**config.mk**
```make
export PLATFORM = sky130hd
export DESIGN_NAME = svng_ctrl
export DESIGN_NICKNAME = d
export VERILOG_FILES = /design/src/hw/rtl/svng_pkg.sv /design/src/hw/rtl/svng_ctrl.sv
export SDC_FILE = /design/constraint.sdc
export NUM_CORES = 1
export LEC_CHECK = 0
export BUFFER_PORTS_ARGS = -buffer_cell sky130_fd_sc_hd__buf_2
export CORE_MARGIN = 8
export CORE_UTILIZATION = 61
export DETAILED_ROUTE_END_ITERATION = 8
export PLACE_DENSITY = 0.85
export SLEW_MARGIN = 20
export SYNTH_ARGS = -nofsm -noshare
export SYNTH_HDL_FRONTEND = slang
export SYNTH_SLANG_ARGS = --single-unit
```
**constraint.sdc**
```tcl
create_clock -name clk_i -period 2.85 [get_ports clk_i]
set_input_delay 0.285 -clock clk_i [delete_from_list [all_inputs] [get_ports clk_i]]
set_output_delay 0.285 -clock clk_i [all_outputs]
set_load 0.05 [all_outputs]
```
**src/hw/rtl/svng_pkg.sv**
```systemverilog
// ----------------------------------------------------------------------------
// svng_pkg
// Shared codes, widths and control/status types of the smooth vertex normal
// generator.
// ----------------------------------------------------------------------------
package svng_pkg;

  // item commands
  localparam logic [1:0] CMD_WRITE = 2'd0;
  localparam logic [1:0] CMD_TRI   = 2'd1;
  localparam logic [1:0] CMD_READ  = 2'd2;

  localparam int IDX_W  = 10;
  localparam int POS_W  = 32;
  localparam int NRM_W  = 16;
  localparam int SUM_W  = 24;
  localparam int CNT_W  = 8;
  localparam int CNT_LW = 5;

  localparam logic [CNT_W-1:0] MAX_FACES = 8'd255;

  // last iteration index of each shared unit's counter
  localparam logic [CNT_LW-1:0] MUL_LAST  = 5'd6;
  localparam logic [CNT_LW-1:0] SQ_LAST   = 5'd3;
  localparam logic [CNT_LW-1:0] SQRT_LAST = 5'd30;
  localparam logic [CNT_LW-1:0] DIV_LAST  = 5'd16;

  // datapath operations
  typedef enum logic [4:0] {
    OP_NOP,
    OP_LOAD,
    OP_CLEAR,
    OP_WRV,
    OP_PRD,
    OP_PLAT,
    OP_DIFF,
    OP_SCALE,
    OP_MUL,
    OP_NMAG,
    OP_NSHIFT,
    OP_NZERO,
    OP_SQ,
    OP_SQRT_INIT,
    OP_SQRT_STEP,
    OP_DIV_INIT,
    OP_DIV_STEP,
    OP_DIV_END,
    OP_ARD,
    OP_AWR,
    OP_RRD,
    OP_LDSUM,
    OP_OUT
  } op_e;

  typedef struct packed {
    op_e               op;
    logic [CNT_LW-1:0] cnt;
    logic [1:0]        k;
  } ctl_t;

  typedef struct packed {
    logic [1:0] cmd;
    logic       a_ok;
    logic       tri_ok;
    logic       clr_last;
    logic       nrm_zero;
    logic       nrm_ok;
    logic       cnt_zero;
  } stat_t;

endpackage

```
**src/hw/rtl/svng_ctrl.sv**
```systemverilog
// ----------------------------------------------------------------------------
// svng_ctrl
// Sequencer of the vertex normal generator: handshakes, clearing pass and the
// step order of the shared cross product, normalize, sqrt and divide units.
// ----------------------------------------------------------------------------
module svng_ctrl (
  input  logic           clk_i,
  input  logic           rst_ni,
  input  logic           in_valid_i,
  output logic           in_stall_o,
  output logic           out_valid_o,
  input  logic           out_stall_i,
  output svng_pkg::ctl_t ctl_o,
  input  svng_pkg::stat_t stat_i
);
  import svng_pkg::*;

  localparam logic [4:0] ST_CLEAR  = 5'd0;
  localparam logic [4:0] ST_IDLE   = 5'd1;
  localparam logic [4:0] ST_DISP   = 5'd2;
  localparam logic [4:0] ST_WRV    = 5'd3;
  localparam logic [4:0] ST_TRD    = 5'd4;
  localparam logic [4:0] ST_TLAT   = 5'd5;
  localparam logic [4:0] ST_DIFF   = 5'd6;
  localparam logic [4:0] ST_SCALE  = 5'd7;
  localparam logic [4:0] ST_MUL    = 5'd8;
  localparam logic [4:0] ST_NMAG   = 5'd9;
  localparam logic [4:0] ST_NSHIFT = 5'd10;
  localparam logic [4:0] ST_NZERO  = 5'd11;
  localparam logic [4:0] ST_SQ     = 5'd12;
  localparam logic [4:0] ST_SQI    = 5'd13;
  localparam logic [4:0] ST_SQRT   = 5'd14;
  localparam logic [4:0] ST_DIVI   = 5'd15;
  localparam logic [4:0] ST_DIV    = 5'd16;
  localparam logic [4:0] ST_DIVE   = 5'd17;
  localparam logic [4:0] ST_ARD    = 5'd18;
  localparam logic [4:0] ST_AWR    = 5'd19;
  localparam logic [4:0] ST_RRD    = 5'd20;
  localparam logic [4:0] ST_RLD    = 5'd21;
  localparam logic [4:0] ST_OUT    = 5'd22;

  logic [4:0]        state_q, state_d;
  logic [CNT_LW-1:0] cnt_q, cnt_d;
  logic [1:0]        k_q, k_d;
  logic              tri_q, tri_d;
  logic              out_valid_q, out_valid_d;
  op_e               op;

  // next state and datapath operation
  always_comb begin
    state_d     = state_q;
    cnt_d       = cnt_q;
    k_d         = k_q;
    tri_d       = tri_q;
    out_valid_d = out_valid_q & out_stall_i;
    op          = OP_NOP;
    unique case (state_q)
      ST_CLEAR: begin
        op = OP_CLEAR;
        if (stat_i.clr_last) begin
          state_d = ST_IDLE;
        end
      end
      ST_IDLE: begin
        if (in_valid_i) begin
          op      = OP_LOAD;
          state_d = ST_DISP;
        end
      end
      ST_DISP: begin
        k_d = 2'd0;
        priority if (stat_i.cmd == CMD_WRITE) begin
          state_d = stat_i.a_ok ? ST_WRV : ST_IDLE;
        end else if (stat_i.cmd == CMD_TRI) begin
          tri_d   = 1'b1;
          state_d = stat_i.tri_ok ? ST_TRD : ST_IDLE;
        end else if (stat_i.cmd == CMD_READ) begin
          tri_d   = 1'b0;
          state_d = stat_i.a_ok ? ST_RRD : ST_OUT;
        end else begin
          state_d = ST_IDLE;
        end
      end
      ST_WRV: begin
        op      = OP_WRV;
        state_d = ST_IDLE;
      end
      // fetch the three corner positions
      ST_TRD: begin
        op = OP_PRD;
        if (k_q == 2'd2) begin
          state_d = ST_TLAT;
        end else begin
          k_d = k_q + 2'd1;
        end
      end
      ST_TLAT: begin
        op      = OP_PLAT;
        state_d = ST_DIFF;
      end
      ST_DIFF: begin
        op      = OP_DIFF;
        state_d = ST_SCALE;
      end
      ST_SCALE: begin
        op      = OP_SCALE;
        cnt_d   = '0;
        state_d = ST_MUL;
      end
      // cross product on the shared multiplier
      ST_MUL: begin
        op = OP_MUL;
        if (cnt_q == MUL_LAST) begin
          state_d = ST_NMAG;
        end else begin
          cnt_d = cnt_q + 5'd1;
        end
      end
      ST_NMAG: begin
        op      = OP_NMAG;
        state_d = ST_NSHIFT;
      end
      // bring the largest magnitude into range
      ST_NSHIFT: begin
        priority if (stat_i.nrm_zero) begin
          state_d = ST_NZERO;
        end else if (stat_i.nrm_ok) begin
          cnt_d   = '0;
          state_d = ST_SQ;
        end else begin
          op = OP_NSHIFT;
        end
      end
      ST_NZERO: begin
        op      = OP_NZERO;
        k_d     = 2'd0;
        state_d = tri_q ? ST_ARD : ST_OUT;
      end
      ST_SQ: begin
        op = OP_SQ;
        if (cnt_q == SQ_LAST) begin
          state_d = ST_SQI;
        end else begin
          cnt_d = cnt_q + 5'd1;
        end
      end
      ST_SQI: begin
        op      = OP_SQRT_INIT;
        cnt_d   = '0;
        state_d = ST_SQRT;
      end
      ST_SQRT: begin
        op = OP_SQRT_STEP;
        if (cnt_q == SQRT_LAST) begin
          k_d     = 2'd0;
          state_d = ST_DIVI;
        end else begin
          cnt_d = cnt_q + 5'd1;
        end
      end
      // one restoring divide per component
      ST_DIVI: begin
        op      = OP_DIV_INIT;
        cnt_d   = '0;
        state_d = ST_DIV;
      end
      ST_DIV: begin
        op = OP_DIV_STEP;
        if (cnt_q == DIV_LAST) begin
          state_d = ST_DIVE;
        end else begin
          cnt_d = cnt_q + 5'd1;
        end
      end
      ST_DIVE: begin
        op = OP_DIV_END;
        if (k_q == 2'd2) begin
          k_d     = 2'd0;
          state_d = tri_q ? ST_ARD : ST_OUT;
        end else begin
          k_d     = k_q + 2'd1;
          state_d = ST_DIVI;
        end
      end
      // read-modify-write of each corner's sum and count
      ST_ARD: begin
        op      = OP_ARD;
        state_d = ST_AWR;
      end
      ST_AWR: begin
        op = OP_AWR;
        if (k_q == 2'd2) begin
          state_d = ST_IDLE;
        end else begin
          k_d     = k_q + 2'd1;
          state_d = ST_ARD;
        end
      end
      ST_RRD: begin
        op      = OP_RRD;
        state_d = ST_RLD;
      end
      ST_RLD: begin
        op      = OP_LDSUM;
        state_d = stat_i.cnt_zero ? ST_OUT : ST_NMAG;
      end
      ST_OUT: begin
        if (!out_valid_q || !out_stall_i) begin
          op          = OP_OUT;
          out_valid_d = 1'b1;
          state_d     = ST_IDLE;
        end
      end
      default: begin
        state_d = ST_IDLE;
      end
    endcase
  end

  // control registers
  always_ff @(posedge clk_i or negedge rst_ni) begin
    if (!rst_ni) begin
      state_q     <= ST_CLEAR;
      cnt_q       <= '0;
      k_q         <= '0;
      tri_q       <= 1'b0;
      out_valid_q <= 1'b0;
    end else begin
      state_q     <= state_d;
      cnt_q       <= cnt_d;
      k_q         <= k_d;
      tri_q       <= tri_d;
      out_valid_q <= out_valid_d;
    end
  end

  assign ctl_o       = '{op: op, cnt: cnt_q, k: k_q};
  assign in_stall_o  = (state_q != ST_IDLE);
  assign out_valid_o = out_valid_q;

endmodule

```
==> results of run 1 <==
## how the worst max path moves through the flow
stage / cells after the start / start / slack, ns / endpoint
6_report: 4 / state_q[3] / 0.41 / ctl_o[7]
5_1_grt: 5 / state_q[1] / 0.32 / ctl_o[8]
4_1_cts: 4 / state_q[3] / 0.44 / ctl_o[7]
3_5_place_dp: 5 / state_q[0] / 0.49 / k_q[0]
3_3_place_gp: 5 / state_q[0] / 0.56 / k_q[0]
2_1_floorplan: 6 / k_q[0] / 0.49 / k_q[0]
## cell type report
type	instances	area share
Multi-Input combinational cell	158	0.6317
Sequential cell	14	0.1999
Timing Repair Buffer	32	0.1028
Inverter	11	0.02355
Tap cell	30	0.02141
Clock buffer	4	0.02070
## registers in the layout, summed over array words and instances, names as in the netlist
name,flops
cnt_q,5
k_q,2
out_valid_o,1
state_q,5
tri_q,1
## power groups by stage
stage	sequential [mW]	clock (mW)	combinational, mW
after global routing	0.530	0.162	1.52
final	0.512	0.150	1.42
after global placement	0.499	0	1.38
after detailed placement	0.506	0	1.40
after floorplan	0.461	0	1.14
after CTS	0.500	0.150	1.40
## metal layers
metal	global-route usage	up-vias
met2	0.3154	79
met4	0.05222	0
met5	0	-
li1	-	783
met3	0.02852	4
met1	0.2733	777
## worst max-delay path: cells and delay by family, from the launching register on
kind / cells / cell delay (ns)
buffers and inverters: 2 / 0.49
flip-flops: 1 / 0.60
AO/OA/AOI/OAI: 1 / 0.31
AND/OR/NAND/NOR: 1 / 0.46
## metrics by stage
stage          hold slack [ns]  setup WS (ns)  power (mW)  instances    util
2_1_floorplan         -0.01059         0.4870       1.598        198       -
3_3_place_gp            0.1968         0.5626       1.875        244  0.6889
3_5_place_dp            0.2017         0.4870       1.904        244  0.6889
4_1_cts                 0.2559         0.4380       2.055        249  0.7076
5_1_grt                 0.2727         0.3194       2.217        249  0.7076
6_report                0.2652         0.4094       2.082        249  0.7076
## cell usage in the layout (no fill, tap or decap), drive strengths merged, types with 3 or more instances in the layout
cell     synthesis  layout
nand2           15      15
dfrtp           14      14
a2bb2oi          3       3
nand2b          11      11
nand4            4       4
inv             11      11
o2bb2ai          3       3
nor2            15      15
and3             5       5
o211ai           4       4
buf             13      31
a22o             3       3
nor3b            4       4
nor2b            4       4
o21ai            8       8
mux2i            3       3
a21o             3       3
mux2             5       5
ha               9       9
a41oi            3       3
nand3            8       8
or3              4       4
a21oi           11      11
a31oi            4       4
clkbuf           2       4
## logic make-up after synthesis
family / share of synthesized area
AO/OA/AOI/OAI: 0.2946
adder cells (fa/ha/maj): 0.07126
buffers and inverters: 0.07759
flip-flops: 0.2217
multiplexers: 0.05463
AND/OR/NAND/NOR: 0.2803
## repair_timing
action,4_1_cts,5_1_grt
hold buffers,1,0
buffers inserted,0,0
endpoints found under the hold margin,14,0
==> metrics.csv, run 1 <==
stage,metric,value,unit
clock_network,clkSinkCount,14,
routing,drcViolationCount,0,
global_routing,grt_pass1_wl,7251,um
hold_path,min_to,out_valid_o,
global_routing,overflow,0,
floorplan,fp.dieH,66.90,um
yosys,synth_flop_cell,dfrtp_1,
yosys,synth_most_common_cell,nor2_1,
yosys,syn_nets,219,
critical_path,reg2reg_from,state_q[2],
floorplan,core_area,2477,um^2
power,power_density,1188,nW/um^2
cells_and_area,seq_area,350.3,um^2
routing,avgViaCountPerCell,6.598,
critical_path,worstPathCellList,buf_4 > or3_1 > o311a_1 > buf_2,
run,maxCapViolCount,0,
global_routing,antenna_found_initial,0,
cells_and_area,final_area,1753,um^2
routing,wl_met2,2027,um
clock_network,post_cts_resized,0,
clock_network,root_buffer,clkbuf_4,
critical_path,r2r.worst_path.cells,6,
timing,setup_tns,0,ns
timing,skew,0.01145,ns
routing,vias,1643,
yosys,synth_cell_types,58,
cells_and_area,area_growth,10.93,%
yosys,avgSynthCellArea,7.981,um^2
routing,drt_iter0_drc,257,
timing,tightestPinTransition,0.8095,ns
yosys,synth_common_cells,"nor2_1, dfrtp_1, nand2_1",
critical_path,r2r_slack,0.41,ns
timing,finalHoldViolCount,0,
yosys,synth_edf_count,0,
yosys,yosys_warnings,0,
place,gp_congestion,0.9731,
timing,setup_viol,0,
power,p_sw_frac,0.5716,
critical_path,rr_endpoint,k_q[0],
power,p_seq_frac,0.246,
yosys,netlist_instances,198,
clock_network,cts_tree,done,
critical_path,cp.arrival,2.16,ns
yosys,yosys.area.top_type_share,0.2217,
hold_path,hold_depth,3,
yosys,yosys.area.top_type,dfrtp_1,
clock_network,clock_latency,0.29,ns
clock_network,htreeDepth,1,
cells_and_area,antenna_cells,0,
floorplan,dieArea,4475,um^2
power,combPwrFrac,0.682,
floorplan,die_w,66.90,um
cells_and_area,fill_cells,211,
critical_path,setup.worst_path.end_class,primary output,
place,postPlaceCellArea,1707,um^2
power,p_switching,1.190,mW
critical_path,required,2.57,ns
timing,rsz0062_at_grt,no,
clock_network,path_clk_slew,0.10,ns
place,place_hpwl,3266,um
routing,ant_nets,0,
global_routing,grt_pass1_vias,1527,
global_routing,grt_max_degree,28,
place,io_buffers,25,
critical_path,slowest_stage,dfrtp_1,
timing,maxSlewViolCount,0,
power,leakagePower,0.7899,nW
routing,dr_wl_met3,388,um
critical_path,cp-start-kind,flop,
timing,fin_crit,2.441,ns
routing,routed.top_layer,met4,
routing,wl_met1,1915,um
power,max-vdd-ir-drop,0.0007881,V
cells_and_area,multi_input_area,1107,um^2
outcome,status,completed,
floorplan,initial_core_util,0.6379,
routing,wl,4368,um
hold_path,min_from,out_stall_i,
yosys,synth_area_leaders,"dfrtp_1, ha_1, nand2b_1",
yosys,ys_ff_latch,14,
timing,slew_headroom,0.4603,
routing,wire_per_inst,17.54,um
power,power_frac_clock,0.072,
yosys,syn_area,1580,um^2
global_routing,track_usage,0.1991,
critical_path,worst-path-max-fanout,18,
yosys,seq_area_frac_synth,0.2217,
floorplan,pin_count,26,
yosys,synth-async-reset-ratio,1.000,
critical_path,path_class,flop to primary output,
cells_and_area,drive_gt1_frac,0.2009,
timing,max_freq,0.4097,GHz
power,intPower,0.8919,mW
timing,period_share,0.8563,
critical_path,critical-path-max-stage-delay,0.60,ns
routing,firstDrtPassIters,5,
floorplan,rows,18,
clock_network,clockBufferDepth,2,
cells_and_area,final_net_count,241,
hold_path,hold_path.class,primary input to flop,
clock_network,numCtsBuffers,3,
No activity file was read; power rests on OpenSTA's default activity.
==> run 2: changes to the inputs <==
==> constraint.sdc (replaced) <==
create_clock -name clk_i -period 2.85 [get_ports clk_i]
set_input_delay 0.285 -clock clk_i [delete_from_list [all_inputs] [get_ports clk_i]]
set_output_delay 0.285 -clock clk_i [all_outputs]
set_load 0.005 [all_outputs]
==> run 2 against run 1 <==
Die area unchanged. Fmax down 0.83%. Via count is 0.37% higher. Clock power decreased by 24%. Clock skew fell by 0.0042 ns. Wire length rose by 1.5%. Cell count down 0.40%. Sequential power up 1%. Cell area shrank 0.78%. Count of clock-buffer cells in the layout down 1. First-iteration DRC count fell by 5.1%. Setup slack got worse by 0.020 ns. Critical path type unchanged. Largest cell class unchanged.
==> metrics.csv, run 2 (synthesized netlist as in run 1, its figures left out) <==
stage,metric,value,unit,change
outcome,status,completed,,
global_routing,grt_max_degree,28,,unchanged
clock_network,root_buffer,clkbuf_4,,
critical_path,setup.worst_path.end_class,primary output,,
critical_path,required,2.57,ns,about the same
timing,tightestPinTransition,0.8524,ns,+0.04289 ns
timing,max_freq,0.4063,GHz,-0.83%
cells_and_area,fill_cells,217,,+2.8%
critical_path,cp.arrival,2.18,ns,+0.02 ns
floorplan,core_area,2477,um^2,unchanged
cells_and_area,antenna_cells,0,,unchanged
clock_network,post_cts_resized,0,,unchanged
critical_path,worst-path-max-fanout,27,,+9
critical_path,reg2reg_from,state_q[0],,
critical_path,startpoint,state_q[4],,
critical_path,crit_end,ctl_o[8],,
timing,slew_headroom,0.4318,,-0.02860
cells_and_area,seq_area,350.3,um^2,unchanged
cells_and_area,reg_top3,"cnt_q x5, state_q x5, k_q x2",,
cells_and_area,final_net_count,241,,unchanged
clock_network,clockBufferDepth,2,,unchanged
critical_path,path_class,flop to primary output,,
place,place_hpwl,3261,um,-0.17%
routing,wire_per_inst,17.88,um,+1.9%
clock_network,hold_buffers,1,,unchanged
global_routing,grt_pass1_vias,1539,,+0.79%
clock_network,clkSinkCount,14,,unchanged
routing,firstDrtPassIters,5,,unchanged
routing,wl,4434,um,+1.5%
run,maxCapViolCount,0,,unchanged
clock_network,htreeDepth,1,,unchanged
timing,finalHoldViolCount,0,,unchanged
cells_and_area,drive_gt1_frac,0.1972,,-0.003666
critical_path,rr_endpoint,k_q[1],,
routing,vias,1649,,+0.37%
floorplan,pin_count,26,,unchanged
clock_network,clock_latency,0.29,ns,about the same
place,io_buffers,25,,unchanged
floorplan,die_w,66.90,um,unchanged
power,max-vdd-ir-drop,0.0008887,V,+13%
floorplan,initial_core_util,0.6379,,unchanged
hold_path,hold_path.class,primary input to flop,,
floorplan,fp.dieH,66.90,um,unchanged
critical_path,r2r_slack,0.44,ns,+0.03 ns
clock_network,path_clk_slew,0.07,ns,-0.03 ns
timing,maxSlewViolCount,0,,unchanged
global_routing,antenna_found_initial,0,,unchanged
clock_network,numCtsBuffers,3,,unchanged
critical_path,r2r.worst_path.cells,5,,-1
critical_path,cp-start-kind,flop,,
timing,setup_viol,0,,unchanged
timing,setup_ws,0.3890,ns,-0.02047 ns
routing,drcViolationCount,0,,unchanged
global_routing,grt_pass1_wl,7403,um,+2.1%
cells_and_area,multi_input_area,1107,um^2,unchanged
clock_network,post-cts-setup-buffers,0,,unchanged
timing,fin_crit,2.461,ns,+0.02047 ns
timing,skew,0.007290,ns,-0.004161 ns
floorplan,rows,18,,unchanged
timing,rsz0062_at_grt,no,,
power,power_density,1021,nW/um^2,-14%
cells_and_area,mostFrequentLayoutCell,buf_2,,
global_routing,overflow,0,,unchanged
timing,period_share,0.8635,,+0.007183
clock_network,cts_tree,done,,
routing,avgViaCountPerCell,6.649,,+0.77%
place,gp_congestion,0.9621,,-1.1%
power,leakagePower,0.7827,nW,-0.91%
floorplan,dieArea,4475,um^2,unchanged
cells_and_area,area_growth,10.06,%,
routing,drt_iter0_drc,244,,-5.1%
timing,setup_tns,0,ns,unchanged
place,pre_cts_ws,0.4804,ns,-0.006636 ns
cells_and_area,mostFrequentLayoutCells,"buf_2, nor2_1, nand2_1, dfrtp_1, a21oi_1",,
global_routing,track_usage,0.2101,,+0.01095
routing,ant_nets,0,,unchanged
-- run 2: cell count changes in the layout (fill, tap and decap cells not counted) --
cell | before | now
clkbuf_8 | 1 | 0
-- run 2: worst min path at each step --
stage	startpoint	end	cells past startpoint
after floorplan	rst_ni	cnt_q[0]	0
after global placement	rst_ni	cnt_q[0]	1
after detailed placement	rst_ni	cnt_q[0]	1
after CTS	out_stall_i	out_valid_o	3
after global routing	out_stall_i	out_valid_o	3
final	out_stall_i	out_valid_o	3
-- run 2: layer usage --
layer	global-route usage	wire [um]	part of all wire	vias to the layer above
li1	-	-	-	784
met1	0.2756	1843	0.42	772
met2	0.3226	2069	0.47	84
met3	0.03859	428	0.097	9
met4	0.09922	93	0.021	0
met5	0	0	0	-
-- run 2: critical path, cell delays in order (launching register included) --
cell	delay [ns]
dfrtp_1	0.90
buf_4	0.27
nand2_1	0.07
o31ai_1	0.07
a31oi_1	0.07
a221o_1	0.37
buf_2	0.13
-- run 2: layout make-up --
class / instances / share of cell area
multi-input combinational: 158 / 0.6367
sequential: 14 / 0.2014
timing repair buffer: 32 / 0.1036
clock buffer: 3 / 0.01295
tap: 30 / 0.02158
inverter: 11 / 0.02374
-- run 2: per-stage QoR --
step	cells	hold slack (ns)	utilization	cell area, um^2	power (mW)
3_3_place_gp	244	0.1964	0.6889	1707	1.596
5_1_grt	248	0.2479	0.7020	1739	1.917
6_report	248	0.2415	0.7020	1739	1.776
4_1_cts	248	0.2345	0.7020	1739	1.752
2_1_floorplan	198	-0.01059	-	1580	1.322
3_5_place_dp	244	0.1943	0.6889	1707	1.630
-- run 2: where the power goes --
part,switching [mW],internal (mW),total (mW)
Sequential,0.248,0.270,0.517
Combinational,0.602,0.542,1.14
Clock,0.0650,0.0493,0.114
Total,0.914,0.861,1.78
==> run 3: changes to the inputs <==
--- a/config.mk
+++ b/config.mk
@@ -6,10 +6,12 @@
 export NUM_CORES = 1
 export LEC_CHECK = 0
 export BUFFER_PORTS_ARGS = -buffer_cell sky130_fd_sc_hd__buf_2
+export CELL_PAD_IN_SITES_DETAIL_PLACEMENT = 0
+export CELL_PAD_IN_SITES_GLOBAL_PLACEMENT = 1
 export CORE_MARGIN = 8
-export CORE_UTILIZATION = 61
+export CORE_UTILIZATION = 45
 export DETAILED_ROUTE_END_ITERATION = 8
-export PLACE_DENSITY = 0.85
+export PLACE_DENSITY_LB_ADDON = 0.1
 export SLEW_MARGIN = 20
 export SYNTH_ARGS = -nofsm -noshare
 export SYNTH_HDL_FRONTEND = slang
==> run 3 against run 2 <==
Non-clock buffer count is 2 higher. Sequential power is 20% lower. Total power is 1.6% higher. Global-route usage is 4.4 points lower. Fmax is 8.1% higher.
==> metrics.csv, run 3 (synthesized netlist as in run 1, its figures left out) <==
stage,metric,value,unit,change
outcome,status,completed,,
timing,slew_headroom,0.5969,,+0.1652
global_routing,antenna_found_initial,0,,unchanged
routing,drcViolationCount,0,,unchanged
place,place_inst,262,,+7.4%
critical_path,critical-path-max-stage-delay,0.65,ns,-0.25 ns
clock_network,hold_buffers,1,,unchanged
cells_and_area,mostFrequentLayoutCell,buf_2,,
hold_path,hold_path.class,primary input to flop,,
cells_and_area,instances_no_fill,267,,+7.7%
global_routing,grt_pass1_vias,1575,,+2.3%
timing,setup_tns,0,ns,unchanged
clock_network,clockBufferDepth,2,,unchanged
power,max-vdd-ir-drop,0.0005223,V,-41%
floorplan,die_w,75.26,um,+13%
timing,tightestPinTransition,0.6000,ns,-0.2524 ns
routing,wl,4561,um,+2.9%
floorplan,pin_count,26,,unchanged
global_routing,grt_pass1_wl,7472,um,+0.93%
hold_path,min_from,out_stall_i,,
floorplan,dieArea,5664,um^2,+27%
floorplan,initial_core_util,0.4699,,-0.1680
critical_path,cp.buffers_inverters,0,,-2
hold_path,hold_depth,3,,unchanged
cells_and_area,final_net_count,243,,+0.83%
critical_path,required,3.03,ns,+0.46 ns
power,power_density,1009,nW/um^2,-1.2%
floorplan,rows,21,,+3
timing,holdWs,0.2636,ns,+0.02206 ns
clock_network,clock_latency,0.29,ns,about the same
floorplan,core_area,3363,um^2,+36%
routing,ant_nets,0,,unchanged
timing,rsz0062_at_grt,no,,
timing,setup_viol,0,,unchanged
timing,skew,0.003091,ns,-0.004199 ns
critical_path,startpoint,state_q[0],,
clock_network,cts_tree,done,,
cells_and_area,fin_util,0.5316,,-0.1704
critical_path,r2r.worst_path.cells,5,,unchanged
global_routing,grt_max_degree,21,,-25%
clock_network,root_buffer,clkbuf_4,,
timing,period_share,0.7989,,-0.06465
power,leakagePower,0.8002,nW,+2.2%
place,postPlaceCellArea,1742,um^2,+2.1%
hold_path,min_to,out_valid_o,,
routing,firstDrtPassIters,4,,-1
clock_network,post-cts-setup-buffers,0,,unchanged
place,gp_congestion,0.8668,,-9.9%
critical_path,crit_family,flip-flops,,
timing,finalHoldViolCount,0,,unchanged
cells_and_area,antenna_cells,0,,unchanged
timing,max_freq,0.4392,GHz,+8.1%
critical_path,path_class,flop to flop,,
global_routing,overflow,0,,unchanged
critical_path,worstPathCellList,and2b_1 > a2bb2oi_1 > or3_1 > a222oi_1 > mux2_2,,
place,io_buffers,25,,unchanged
floorplan,fp.dieH,75.26,um,+13%
critical_path,worst-path-max-fanout,16,,-41%
critical_path,cp-start-kind,flop,,
clock_network,post_cts_resized,0,,unchanged
cells_and_area,mostFrequentLayoutCells,"buf_2, nor2_1, nand2_1, dfrtp_1, a21oi_1",,
routing,vias,1635,,-0.85%
cells_and_area,final_area,1788,um^2,+2.8%
clock_network,htreeDepth,1,,unchanged
clock_network,path_clk_slew,0.09,ns,+0.02 ns
cells_and_area,reg_top3,"cnt_q x5, state_q x5, k_q x2",,
critical_path,slowest_stage,dfrtp_1,,
routing,avgViaCountPerCell,6.124,,-7.9%
routing,wire_per_inst,17.08,um,-4.5%
clock_network,numCtsBuffers,3,,unchanged
cells_and_area,area_growth,13.14,%,
critical_path,setup.worst_path.end_class,flop,,
timing,maxSlewViolCount,0,,unchanged
global_routing,track_usage,0.1664,,-0.04362
critical_path,reg2reg_from,state_q[0],,
critical_path,cp.arrival,2.46,ns,+0.28 ns
cells_and_area,drive_gt1_frac,0.2081,,+0.01090
critical_path,rr_endpoint,k_q[1],,
place,place_hpwl,3507,um,+7.5%
clock_network,clkSinkCount,14,,unchanged
run,maxCapViolCount,0,,unchanged
timing,fin_crit,2.277,ns,-0.1842 ns
critical_path,r2r_slack,0.57,ns,+0.13 ns
routing,drt_iter0_drc,129,,-47%
[run 3: cell count changes in the layout (fill, tap and decap cells not counted)]
cell | before | now
buf_4 | 6 | 8
clkbuf_8 | 0 | 1
[run 3: metal layers]
metal,vias to the layer above,track usage,part of all wire
li1,786,-,-
met4,0,0.03838,0.0088
met1,775,0.2111,0.43
met2,69,0.2802,0.47
met3,5,0.03329,0.092
met5,-,0,0
[run 3: how the worst max path moves through the flow]
stage / cells after the start / to / slack, ns
global placement: 5 / k_q[0] / 0.63
CTS: 5 / k_q[1] / 0.58
finish: 5 / k_q[1] / 0.57
detailed placement: 5 / k_q[1] / 0.60
floorplan: 6 / k_q[0] / 0.84
global route: 5 / k_q[1] / 0.43
[run 3: through the flow]
step           setup WS (ns)  total power, mW
2_1_floorplan         0.8447            1.322
3_3_place_gp          0.6331            1.626
3_5_place_dp          0.6022            1.646
4_1_cts               0.5823            1.807
5_1_grt               0.4329            1.971
6_report              0.5732            1.804
[run 3: layout make-up]
class | instances | area, um^2
clock buffer | 4 | 36.28
sequential | 14 | 350.3
fill | 363 | 1575
tap | 46 | 57.56
multi-input combinational | 158 | 1107
inverter | 11 | 41.29
timing repair buffer | 34 | 195.2
[run 3: power by group]
group	leakage, nW	internal (mW)	switching (mW)	total (mW)
clock	0.0210	0.0778	0.0701	0.148
sequential	0.172	0.272	0.144	0.416
combinational	0.607	0.549	0.691	1.24
total	0.800	0.899	0.905	1.80
[run 3: worst register-to-register path: cells and delay by family, from the launching register on]
kind | cells | cell delay [ns]
and+or+nand+nor | 2 | 0.56
DFF | 1 | 0.65
AOI/OAI and AO/OA | 2 | 0.57
muxes | 1 | 0.39
